File: src/rtl/slrd_pkg.sv
`timescale 1ns / 1ps
package slrd_pkg;

   localparam int DATA_W      = 16;
   localparam int LOSS_W      = 40;
   localparam int COUNT_W     = 25;
   localparam int MODE_W      = 2;
   localparam int CSR_INDEX_W = 1;
   localparam int MAX_ELEMENTS = 16777216;

   localparam int DIV_NUM_W = LOSS_W + 1;
   localparam int DIV_DEN_W = COUNT_W;
   localparam int DIV_CNT_W = $clog2(DIV_NUM_W);

   localparam int QUEUE_DEPTH = 2;
   localparam int QPTR_W      = $clog2(QUEUE_DEPTH);
   localparam int QCNT_W      = $clog2(QUEUE_DEPTH + 1);

   localparam logic [MODE_W-1:0] MODE_ELEM = 2'd0;
   localparam logic [MODE_W-1:0] MODE_MEAN = 2'd1;

   localparam logic [CSR_INDEX_W-1:0] CSR_BETA = 1'b0;
   localparam logic [CSR_INDEX_W-1:0] CSR_MODE = 1'b1;

   localparam logic [DATA_W-1:0] BETA_RESET = 16'd256;
   localparam logic [LOSS_W-1:0] SUM_MAX    = {LOSS_W{1'b1}};

   typedef struct packed {
      logic signed [DATA_W-1:0] input_value;
      logic signed [DATA_W-1:0] target_value;
      logic                     last_element;
   } req_type;

   typedef struct packed {
      logic [LOSS_W-1:0] loss_value;
      logic              is_reduced;
   } rsp_type;

   typedef struct packed {
      logic [DATA_W-1:0] abs_diff;
      logic              quad;
      logic              last;
   } q_entry_type;

   typedef struct packed {
      logic                 start;
      logic [DIV_NUM_W-1:0] num;
      logic [DIV_DEN_W-1:0] den;
   } div_req_type;

   typedef struct packed {
      logic                 busy;
      logic                 done;
      logic [DIV_NUM_W-1:0] quot;
   } div_rsp_type;

endpackage

File: src/rtl/smooth_l1_loss_reduce_core.sv
`timescale 1ns / 1ps
// smooth l1 loss with optional sum or mean reduction, q8.8 fixed point
// req channel: valid/stall, one prediction/target pair per word, word taken
//   when req_valid is high and req_stall is low
// rsp channel: valid/stall from a registered output; elementwise mode gives
//   one word per item, sum and mean give one word on the item marked last
// csr channel: valid/ready, always ready; index 0 beta, index 1 mode;
//   write only while no item is in flight
// a two-entry queue separates the input stage from the sequencer, so input
//   keeps flowing while a result waits on rsp_stall
// sequencing: a linear-region item passes S_LIN and S_ACC, a quadratic one
//   S_MUL, S_QSTART, S_QWAIT and S_ACC, and a mean close adds S_MSTART, S_MWAIT
// the sequencer works on one item at a time and pops the next from the queue
//   only once it is back in S_IDLE; the quadratic loss and the mean both use
//   the 41-step shared radix-2 divider
// reset: beta 1.0, elementwise mode, sum and count cleared, queue empty
// while rsp_stall holds, the result stays put and the sequencer waits, and
//   once the queue fills req_stall rises
module smooth_l1_loss_reduce_core (
   input  logic                              clock,
   input  logic                              reset,
   input  logic                              req_valid,
   output logic                              req_stall,
   input  slrd_pkg::req_type                 req_data,
   output logic                              rsp_valid,
   input  logic                              rsp_stall,
   output slrd_pkg::rsp_type                 rsp_data,
   input  logic                              csr_valid,
   output logic                              csr_ready,
   input  logic [slrd_pkg::CSR_INDEX_W-1:0]  csr_index,
   input  logic [slrd_pkg::DATA_W-1:0]       csr_data
);

   logic [slrd_pkg::DATA_W-1:0]  beta_ff, beta_in;
   logic [slrd_pkg::MODE_W-1:0]  mode_ff, mode_in;
   logic                         q_full;
   logic                         q_push;
   logic                         q_pop;
   logic                         q_valid;
   slrd_pkg::q_entry_type        push_entry;
   slrd_pkg::q_entry_type        pop_entry;
   slrd_pkg::div_req_type        div_req;
   slrd_pkg::div_rsp_type        div_rsp;

   assign csr_ready = 1'b1;

   always_comb begin
      beta_in = beta_ff;
      mode_in = mode_ff;
      if (csr_valid && csr_ready) begin
         unique case (csr_index)
            slrd_pkg::CSR_BETA: beta_in = csr_data;
            slrd_pkg::CSR_MODE: mode_in = csr_data[slrd_pkg::MODE_W-1:0];
            default: ;
         endcase
      end
   end

   always_ff @(posedge clock) begin
      if (reset) begin
         beta_ff <= slrd_pkg::BETA_RESET;
         mode_ff <= slrd_pkg::MODE_ELEM;
      end else begin
         beta_ff <= beta_in;
         mode_ff <= mode_in;
      end
   end

   slrd_front u_front (
      .clock     (clock),
      .reset     (reset),
      .req_valid (req_valid),
      .req_stall (req_stall),
      .req_data  (req_data),
      .beta      (beta_ff),
      .q_full    (q_full),
      .q_push    (q_push),
      .q_entry   (push_entry)
   );

   slrd_queue u_queue (
      .clock      (clock),
      .reset      (reset),
      .push       (q_push),
      .push_entry (push_entry),
      .full       (q_full),
      .pop        (q_pop),
      .pop_valid  (q_valid),
      .pop_entry  (pop_entry)
   );

   slrd_div u_div (
      .clock   (clock),
      .reset   (reset),
      .div_req (div_req),
      .div_rsp (div_rsp)
   );

   slrd_back u_back (
      .clock          (clock),
      .reset          (reset),
      .beta           (beta_ff),
      .reduction_mode (mode_ff),
      .q_valid        (q_valid),
      .q_entry        (pop_entry),
      .q_pop          (q_pop),
      .div_req        (div_req),
      .div_rsp        (div_rsp),
      .rsp_valid      (rsp_valid),
      .rsp_stall      (rsp_stall),
      .rsp_data       (rsp_data)
   );

endmodule

File: src/rtl/slrd_front.sv
`timescale 1ns / 1ps
module slrd_front (
   input  logic                         clock,
   input  logic                         reset,
   input  logic                         req_valid,
   output logic                         req_stall,
   input  slrd_pkg::req_type            req_data,
   input  logic [slrd_pkg::DATA_W-1:0]  beta,
   input  logic                         q_full,
   output logic                         q_push,
   output slrd_pkg::q_entry_type        q_entry
);

   logic                        valid_ff, valid_in;
   logic [slrd_pkg::DATA_W:0]   diff_ff, diff_in;
   logic                        last_ff, last_in;
   logic [slrd_pkg::DATA_W:0]   mag;
   logic                        take;

   assign req_stall = valid_ff && q_full;
   assign take      = req_valid && !req_stall;
   assign q_push    = valid_ff && !q_full;

   always_comb begin
      diff_in  = {req_data.input_value[slrd_pkg::DATA_W-1], req_data.input_value}
               - {req_data.target_value[slrd_pkg::DATA_W-1], req_data.target_value};
      last_in  = req_data.last_element;
      valid_in = valid_ff;
      if (take) begin
         valid_in = 1'b1;
      end else if (q_push) begin
         valid_in = 1'b0;
      end
   end

   always_comb begin
      mag = diff_ff[slrd_pkg::DATA_W] ? ((slrd_pkg::DATA_W+1)'(0) - diff_ff) : diff_ff;
      q_entry.abs_diff = mag[slrd_pkg::DATA_W-1:0];
      q_entry.quad     = mag[slrd_pkg::DATA_W-1:0] < beta;
      q_entry.last     = last_ff;
   end

   always_ff @(posedge clock) begin
      if (reset) begin
         valid_ff <= 1'b0;
      end else begin
         valid_ff <= valid_in;
      end
      if (take) begin
         diff_ff <= diff_in;
         last_ff <= last_in;
      end
   end

endmodule

File: src/rtl/slrd_queue.sv
`timescale 1ns / 1ps
module slrd_queue (
   input  logic                  clock,
   input  logic                  reset,
   input  logic                  push,
   input  slrd_pkg::q_entry_type push_entry,
   output logic                  full,
   input  logic                  pop,
   output logic                  pop_valid,
   output slrd_pkg::q_entry_type pop_entry
);

   slrd_pkg::q_entry_type             mem_ff [slrd_pkg::QUEUE_DEPTH];
   logic [slrd_pkg::QPTR_W-1:0]       wr_ptr_ff, wr_ptr_in;
   logic [slrd_pkg::QPTR_W-1:0]       rd_ptr_ff, rd_ptr_in;
   logic [slrd_pkg::QCNT_W-1:0]       count_ff, count_in;

   assign full      = count_ff == slrd_pkg::QCNT_W'(slrd_pkg::QUEUE_DEPTH);
   assign pop_valid = count_ff != '0;
   assign pop_entry = mem_ff[rd_ptr_ff];

   always_comb begin
      wr_ptr_in = push ? wr_ptr_ff + 1'b1 : wr_ptr_ff;
      rd_ptr_in = pop  ? rd_ptr_ff + 1'b1 : rd_ptr_ff;
      count_in  = count_ff;
      if (push && !pop) begin
         count_in = count_ff + 1'b1;
      end else if (pop && !push) begin
         count_in = count_ff - 1'b1;
      end
   end

   always_ff @(posedge clock) begin
      if (reset) begin
         wr_ptr_ff <= '0;
         rd_ptr_ff <= '0;
         count_ff  <= '0;
      end else begin
         wr_ptr_ff <= wr_ptr_in;
         rd_ptr_ff <= rd_ptr_in;
         count_ff  <= count_in;
      end
      if (push) begin
         mem_ff[wr_ptr_ff] <= push_entry;
      end
   end

endmodule

File: src/rtl/slrd_div.sv
`timescale 1ns / 1ps
module slrd_div (
   input  logic                  clock,
   input  logic                  reset,
   input  slrd_pkg::div_req_type div_req,
   output slrd_pkg::div_rsp_type div_rsp
);

   logic                              busy_ff, busy_in;
   logic                              done_ff, done_in;
   logic [slrd_pkg::DIV_CNT_W-1:0]    step_ff, step_in;
   logic [slrd_pkg::DIV_DEN_W-1:0]    den_ff, den_in;
   logic [slrd_pkg::DIV_DEN_W-1:0]    rem_ff, rem_in;
   logic [slrd_pkg::DIV_NUM_W-1:0]    q_ff, q_in;
   logic [slrd_pkg::DIV_DEN_W:0]      rem_sh;
   logic [slrd_pkg::DIV_DEN_W:0]      rem_sub;
   logic                              ge;

   assign div_rsp.busy = busy_ff;
   assign div_rsp.done = done_ff;
   assign div_rsp.quot = q_ff;

   always_comb begin
      rem_sh  = {rem_ff, q_ff[slrd_pkg::DIV_NUM_W-1]};
      ge      = rem_sh >= {1'b0, den_ff};
      rem_sub = rem_sh - {1'b0, den_ff};
      busy_in = busy_ff;
      done_in = 1'b0;
      step_in = step_ff;
      den_in  = den_ff;
      rem_in  = rem_ff;
      q_in    = q_ff;
      if (div_req.start) begin
         busy_in = 1'b1;
         step_in = slrd_pkg::DIV_CNT_W'(slrd_pkg::DIV_NUM_W - 1);
         den_in  = div_req.den;
         rem_in  = '0;
         q_in    = div_req.num;
      end else if (busy_ff) begin
         rem_in  = ge ? rem_sub[slrd_pkg::DIV_DEN_W-1:0] : rem_sh[slrd_pkg::DIV_DEN_W-1:0];
         q_in    = {q_ff[slrd_pkg::DIV_NUM_W-2:0], ge};
         step_in = step_ff - 1'b1;
         if (step_ff == '0) begin
            busy_in = 1'b0;
            done_in = 1'b1;
         end
      end
   end

   always_ff @(posedge clock) begin
      if (reset) begin
         busy_ff <= 1'b0;
         done_ff <= 1'b0;
         step_ff <= '0;
      end else begin
         busy_ff <= busy_in;
         done_ff <= done_in;
         step_ff <= step_in;
      end
      den_ff <= den_in;
      rem_ff <= rem_in;
      q_ff   <= q_in;
   end

endmodule

File: src/rtl/slrd_back.sv
`timescale 1ns / 1ps
module slrd_back (
   input  logic                          clock,
   input  logic                          reset,
   input  logic [slrd_pkg::DATA_W-1:0]   beta,
   input  logic [slrd_pkg::MODE_W-1:0]   reduction_mode,
   input  logic                          q_valid,
   input  slrd_pkg::q_entry_type         q_entry,
   output logic                          q_pop,
   output slrd_pkg::div_req_type         div_req,
   input  slrd_pkg::div_rsp_type         div_rsp,
   output logic                          rsp_valid,
   input  logic                          rsp_stall,
   output slrd_pkg::rsp_type             rsp_data
);

   typedef enum logic [3:0] {
      S_IDLE, S_LIN, S_MUL, S_QSTART, S_QWAIT, S_ACC, S_MSTART, S_MWAIT, S_OUT
   } state_type;

   state_type                          state_ff, state_in;
   logic [slrd_pkg::DATA_W-1:0]        d_ff, d_in;
   logic                               last_ff, last_in;
   logic [slrd_pkg::DATA_W-1:0]        loss_ff, loss_in;
   logic [2*slrd_pkg::DATA_W-1:0]      prod_ff, prod_in;
   logic [slrd_pkg::LOSS_W-1:0]        sum_ff, sum_in;
   logic [slrd_pkg::COUNT_W-1:0]       count_ff, count_in;
   logic [slrd_pkg::LOSS_W-1:0]        res_ff, res_in;
   logic                               red_ff, red_in;
   logic                               rsp_valid_ff, rsp_valid_in;
   slrd_pkg::rsp_type                  rsp_data_ff, rsp_data_in;
   logic [slrd_pkg::DATA_W+1:0]        lin;
   logic [slrd_pkg::LOSS_W:0]          sum_add;
   logic [slrd_pkg::LOSS_W-1:0]        sum_sat;
   logic [slrd_pkg::COUNT_W-1:0]       count_inc;

   assign rsp_valid = rsp_valid_ff;
   assign rsp_data  = rsp_data_ff;

   always_comb begin
      lin       = {1'b0, d_ff, 1'b1} - {2'b00, beta};
      sum_add   = {1'b0, sum_ff} + (slrd_pkg::LOSS_W+1)'(loss_ff);
      sum_sat   = sum_add[slrd_pkg::LOSS_W] ? slrd_pkg::SUM_MAX
                                            : sum_add[slrd_pkg::LOSS_W-1:0];
      count_inc = (count_ff < slrd_pkg::COUNT_W'(slrd_pkg::MAX_ELEMENTS))
                ? count_ff + 1'b1 : count_ff;

      state_in     = state_ff;
      d_in         = d_ff;
      last_in      = last_ff;
      loss_in      = loss_ff;
      prod_in      = prod_ff;
      sum_in       = sum_ff;
      count_in     = count_ff;
      res_in       = res_ff;
      red_in       = red_ff;
      rsp_data_in  = rsp_data_ff;
      rsp_valid_in = rsp_valid_ff && rsp_stall;
      q_pop        = 1'b0;
      div_req      = '0;

      unique case (state_ff)
         S_IDLE: begin
            if (q_valid) begin
               q_pop    = 1'b1;
               d_in     = q_entry.abs_diff;
               last_in  = q_entry.last;
               state_in = q_entry.quad ? S_MUL : S_LIN;
            end
         end
         S_LIN: begin
            loss_in  = lin[slrd_pkg::DATA_W:1];
            state_in = S_ACC;
         end
         S_MUL: begin
            prod_in  = {{slrd_pkg::DATA_W{1'b0}}, d_ff} * {{slrd_pkg::DATA_W{1'b0}}, d_ff};
            state_in = S_QSTART;
         end
         S_QSTART: begin
            div_req.start = 1'b1;
            div_req.num   = slrd_pkg::DIV_NUM_W'(prod_ff) + slrd_pkg::DIV_NUM_W'(beta);
            div_req.den   = slrd_pkg::DIV_DEN_W'({beta, 1'b0});
            state_in      = S_QWAIT;
         end
         S_QWAIT: begin
            if (div_rsp.done) begin
               loss_in  = div_rsp.quot[slrd_pkg::DATA_W-1:0];
               state_in = S_ACC;
            end
         end
         S_ACC: begin
            if (reduction_mode == slrd_pkg::MODE_ELEM) begin
               res_in   = slrd_pkg::LOSS_W'(loss_ff);
               red_in   = 1'b0;
               state_in = S_OUT;
            end else if (!last_ff) begin
               sum_in   = sum_sat;
               count_in = count_inc;
               state_in = S_IDLE;
            end else if (reduction_mode == slrd_pkg::MODE_MEAN) begin
               sum_in   = sum_sat;
               count_in = count_inc;
               state_in = S_MSTART;
            end else begin
               res_in   = sum_sat;
               red_in   = 1'b1;
               sum_in   = '0;
               count_in = '0;
               state_in = S_OUT;
            end
         end
         S_MSTART: begin
            div_req.start = 1'b1;
            div_req.num   = {1'b0, sum_ff} + slrd_pkg::DIV_NUM_W'(count_ff >> 1);
            div_req.den   = count_ff;
            sum_in        = '0;
            count_in      = '0;
            state_in      = S_MWAIT;
         end
         S_MWAIT: begin
            if (div_rsp.done) begin
               res_in   = div_rsp.quot[slrd_pkg::LOSS_W-1:0];
               red_in   = 1'b1;
               state_in = S_OUT;
            end
         end
         S_OUT: begin
            if (!rsp_valid_ff || !rsp_stall) begin
               rsp_valid_in           = 1'b1;
               rsp_data_in.loss_value = res_ff;
               rsp_data_in.is_reduced = red_ff;
               state_in               = S_IDLE;
            end
         end
         default: begin
            state_in = S_IDLE;
         end
      endcase
   end

   always_ff @(posedge clock) begin
      if (reset) begin
         state_ff     <= S_IDLE;
         rsp_valid_ff <= 1'b0;
         sum_ff       <= '0;
         count_ff     <= '0;
      end else begin
         state_ff     <= state_in;
         rsp_valid_ff <= rsp_valid_in;
         sum_ff       <= sum_in;
         count_ff     <= count_in;
      end
      d_ff        <= d_in;
      last_ff     <= last_in;
      loss_ff     <= loss_in;
      prod_ff     <= prod_in;
      res_ff      <= res_in;
      red_ff      <= red_in;
      rsp_data_ff <= rsp_data_in;
   end

   a_pop_nonempty: assert property (@(posedge clock) disable iff (reset)
      q_pop |-> q_valid)
      else $error("pop from empty queue");

   a_div_idle: assert property (@(posedge clock) disable iff (reset)
      div_req.start |-> !div_rsp.busy)
      else $error("divider started while busy");

   a_count_cap: assert property (@(posedge clock) disable iff (reset)
      count_ff <= slrd_pkg::COUNT_W'(slrd_pkg::MAX_ELEMENTS))
      else $error("element count over limit");

   a_mean_clear: assert property (@(posedge clock) disable iff (reset)
      state_ff == S_MSTART |=> sum_ff == '0 && count_ff == '0)
      else $error("sum not cleared after mean close");

   a_elem_flag: assert property (@(posedge clock) disable iff (reset)
      state_ff == S_ACC && reduction_mode == slrd_pkg::MODE_ELEM |=> !red_ff)
      else $error("elementwise word marked reduced");

endmodule
File: config.mk
export PLATFORM = sky130hd
export DESIGN_NAME = smooth_l1_loss_reduce_core
export DESIGN_NICKNAME = d
export VERILOG_FILES = /design/src/rtl/slrd_pkg.sv /design/src/rtl/smooth_l1_loss_reduce_core.sv /design/src/rtl/slrd_front.sv /design/src/rtl/slrd_queue.sv /design/src/rtl/slrd_div.sv /design/src/rtl/slrd_back.sv
export SDC_FILE = /design/constraint.sdc
export NUM_CORES = 1
export LEC_CHECK = 0
export BUFFER_PORTS_ARGS = -buffer_cell sky130_fd_sc_hd__buf_2
export CAP_MARGIN = 20
export CORE_MARGIN = 2
export CORE_UTILIZATION = 35
export CTS_CLUSTER_SIZE = 20
export DETAILED_ROUTE_END_ITERATION = 6
export SYNTH_ARGS = -nofsm -noshare
export SYNTH_HDL_FRONTEND = slang
export SYNTH_SLANG_ARGS = --single-unit
File: constraint.sdc
create_clock -name clock -period 7.4 [get_ports clock]
set_input_delay 0.74 -clock clock [delete_from_list [all_inputs] [get_ports clock]]
set_output_delay 0.74 -clock clock [all_outputs]
set_load 0.005 [all_outputs]
==> qor.txt <==
status -> complete, no violations
normalized max-slew margin -> 0.3384
crit end category -> flip-flop
Cell Chain, Critical Path -> and2_1 -> xnor2_1 -> ha_1 -> inv_1 -> fa_1 -> inv_1 -> fa_1 -> fa_1 -> fa_1 -> inv_1 -> fa_1 -> inv_1 -> ha_1 -> a21o_1 -> and3_1 -> o221ai_1 -> a21oi_1 -> a211oi_1 -> o21ai_0 -> o41ai_1 -> o21ai_0 -> xor2_1
fraction of synthesized cell area in xor and xnor cells -> 0.05578
initial antenna violation count -> 0
GP Congestion -> 0.9174
DR WL/cell -> 17.90 µm
dpl hpwl -> 60.21 mm
cts hold-fix bufs -> 0
cell area after synthesis -> 29830 µm²
critical-path maximum fanout -> 18
WP data required -> 7.72 ns
height of the die -> 296.0 µm
R2R setup slack -> 0.55 ns
Fin Clk Skew -> 0.02067 ns
critical path arrival -> 7.17 ns
largest family of logic cells by synthesized area -> adder cells
CTS buffer count -> 45
H-tree depth -> 2
Synth Area in Adders -> 0.2103
Die W -> 296.0 µm
multi-input combinational cell area -> 17490 µm²
Synth area leaders -> edfxtp_1 (27%), fa_1 (11%), ha_1 (9.7%)
Max Fclk -> 146.0 MHz
Mean Syn Cell Area -> 9.438 µm²
Post-synth EDFFs -> 266
drt first pass iters -> 5
Area Overhead vs Synth -> 11.02%
area of the core -> 84880 µm²
register area -> 10530 µm²
root buffer cell -> clkbuf_16
fillers -> 8463
Final min period -> 6.851 ns
mux share of post-synthesis cell area -> 0.01363
final WL -> 78.84 mm
Residual DRC -> 0
Resized Gates After CTS -> 0
post-synth top area cell -> edfxtp_1
pin count of the biggest net entering global routing -> 57
setup TNS -> 0 ns
post-CTS setup buffer count -> 0
layout net count -> 3677
period utilization -> 0.9258
GR Util All Layers -> 0.1802
io pins -> 99
simple-gate share of the synthesized area -> 0.1425
clk slew on worst S/H paths -> 0.07 ns
first-pass GRT wire length -> 124.5 mm
Clock Sinks -> 393
Post-Syn Instances -> 3161
most common cell after layout, fill and taps aside -> inv_1
fraction of the mapped netlist area in compound gates -> 0.1618
Ys Warns -> 0
most frequent CP cell -> fa_1
most frequent cells in the layout -> inv_1 (365), nand2_1 (315), edfxtp_1 (266), ha_1 (231), o21ai_0 (220)
fraction of layout cells with a size suffix above 1 -> 0.08592
fin. max-slew vios -> 0
Syn Nets -> 3616
asr flop ratio synth -> 0
max cap viols -> 0
CP Launch Type -> flip-flop
Hold Crit Class -> in2reg
DRT iter0 DRCs -> 1766
post-synthesis sequential area ratio -> 0.3529
Crit path largest cell delay -> 0.77 ns
vias -> 22650
RSZ-0062 raised after global routing -> no
Die Area -> 87600 µm²
register bit total from synthesis -> 393
vias in the first global route -> 21960
Worst Setup Path Type -> reg2reg
slowest CP cell -> edfxtp_1
IO Port Bufs -> 97
Final ANT Viol Nets -> 0
CTS tree -> built
area share of the largest cell type after synthesis -> 0.2677
Distinct cells, synth -> 91
vias per cell -> 5.142
Fin. Hold Viols -> 0
Initial Util -> 0.3515
buffer depth of the longest clock path -> 3
Setup-failing EPs final -> 0
Rows -> 107
most common flop cell mapped by yosys -> edfxtp_1
GR Overflow Total -> 0
worst hold margin -> 0.3360 ns
worst slew pin tran -> 0.9892 ns
Worst-Skew Late Latency -> 0.60 ns
-- final timing paths --
check             depth (start not counted)                   startpoint                             to
setup / recovery                         22    u_back.d_ff[15]$_DFFE_PP_   u_back.prod_ff[30]$_DFFE_PP_
hold / removal                            1                  req_data[0]      u_front.last_ff$_DFFE_PP_
setup reg to reg                         22    u_back.d_ff[15]$_DFFE_PP_   u_back.prod_ff[30]$_DFFE_PP_
hold reg to reg                           0  u_back.res_ff[16]$_DFFE_PP_  u_back.rsp_data[17]$_DFFE_PP_
-- metrics by stage --
step | cells | utilization | cell area [µm²] | setup slack (ns)
CTS | 4403 | 0.3902 | 33120 | 0.5138
global route | 4403 | 0.3902 | 33120 | 0.1597
finish | 4404 | 0.3902 | 33120 | 0.5490
global placement | 4319 | 0.3725 | 31620 | 0.6505
floorplan | 3161 | - | 29830 | 0.9906
detailed placement | 4319 | 0.3725 | 31620 | 0.5461
-- synth_stat cells (53+ instances only) --
| cell type | number |
|---|---|
| clkbuf_1 | 105 |
| nand2_1 | 315 |
| nand3_1 | 80 |
| a21o_1 | 70 |
| inv_1 | 366 |
| and2_1 | 53 |
| nor3_1 | 59 |
| edfxtp_1 | 266 |
| ha_1 | 231 |
| a21oi_1 | 205 |
| fa_1 | 169 |
| o21ai_0 | 220 |
| nor2_1 | 192 |
| xnor2_1 | 115 |
| xor2_1 | 75 |
| dfxtp_1 | 127 |
-- metal layers --
metal	wire, µm	vias to the layer above	track usage
met3	4796	99	0.02586
met2	35390	591	0.2885
met4	1705	0	0.04545
li1	-	11120	-
met5	0	-	0
met1	36940	10840	0.2556
-- worst max-delay path: cells and delay by family, from the launching register on --
family | cells | cell delay [ns]
xor gates and xnor gates | 2 | 0.26
buffers and inverters | 4 | 0.19
and+or+nand+nor | 2 | 0.49
adders and majority gates | 7 | 3.22
DFF | 1 | 0.77
AOI/OAI and AO/OA | 7 | 1.63
-- sequential cells by signal, indices dropped and copies added (netlist names), 2 cells and up, named ones only --
register,flops
u_back.state_ff,4
u_back.res_ff,40
u_div.den_ff,25
u_div.step_ff,6
beta_ff,16
u_back.sum_ff,40
u_back.loss_ff,16
u_back.rsp_data,41
u_div.rem_ff,25
u_front.diff_ff,17
u_back.count_ff,25
mode_ff,2
u_div.q_ff,41
u_queue.count_ff,2
u_back.d_ff,16
u_back.prod_ff,31
u_queue.mem_ff,36
-- cell type report --
type / instances / share of cell area
clock inverters: 25 / 0.008537
well taps: 1144 / 0.04322
flip-flops and latches: 393 / 0.3179
repair buffers: 137 / 0.02372
clock buffers: 59 / 0.03683
multi-input cells: 2277 / 0.5280
diodes: 1 / 0.00007555
inverters: 368 / 0.04170
-- cell families after synthesis --
| family | Yosys count |
|---|---|
| XOR/XNOR | 190 |
| AO/OA/AOI/OAI | 755 |
| buffers and inverters | 491 |
| flip-flops | 393 |
| AND/OR/NAND/NOR | 893 |
| adder cells (fa/ha/maj) | 400 |
| other | 1 |
| multiplexers | 38 |
Power is left out: the tool's default activity adds up to more than one toggle a clock period on the data nets, which glitch-free logic cannot reach.
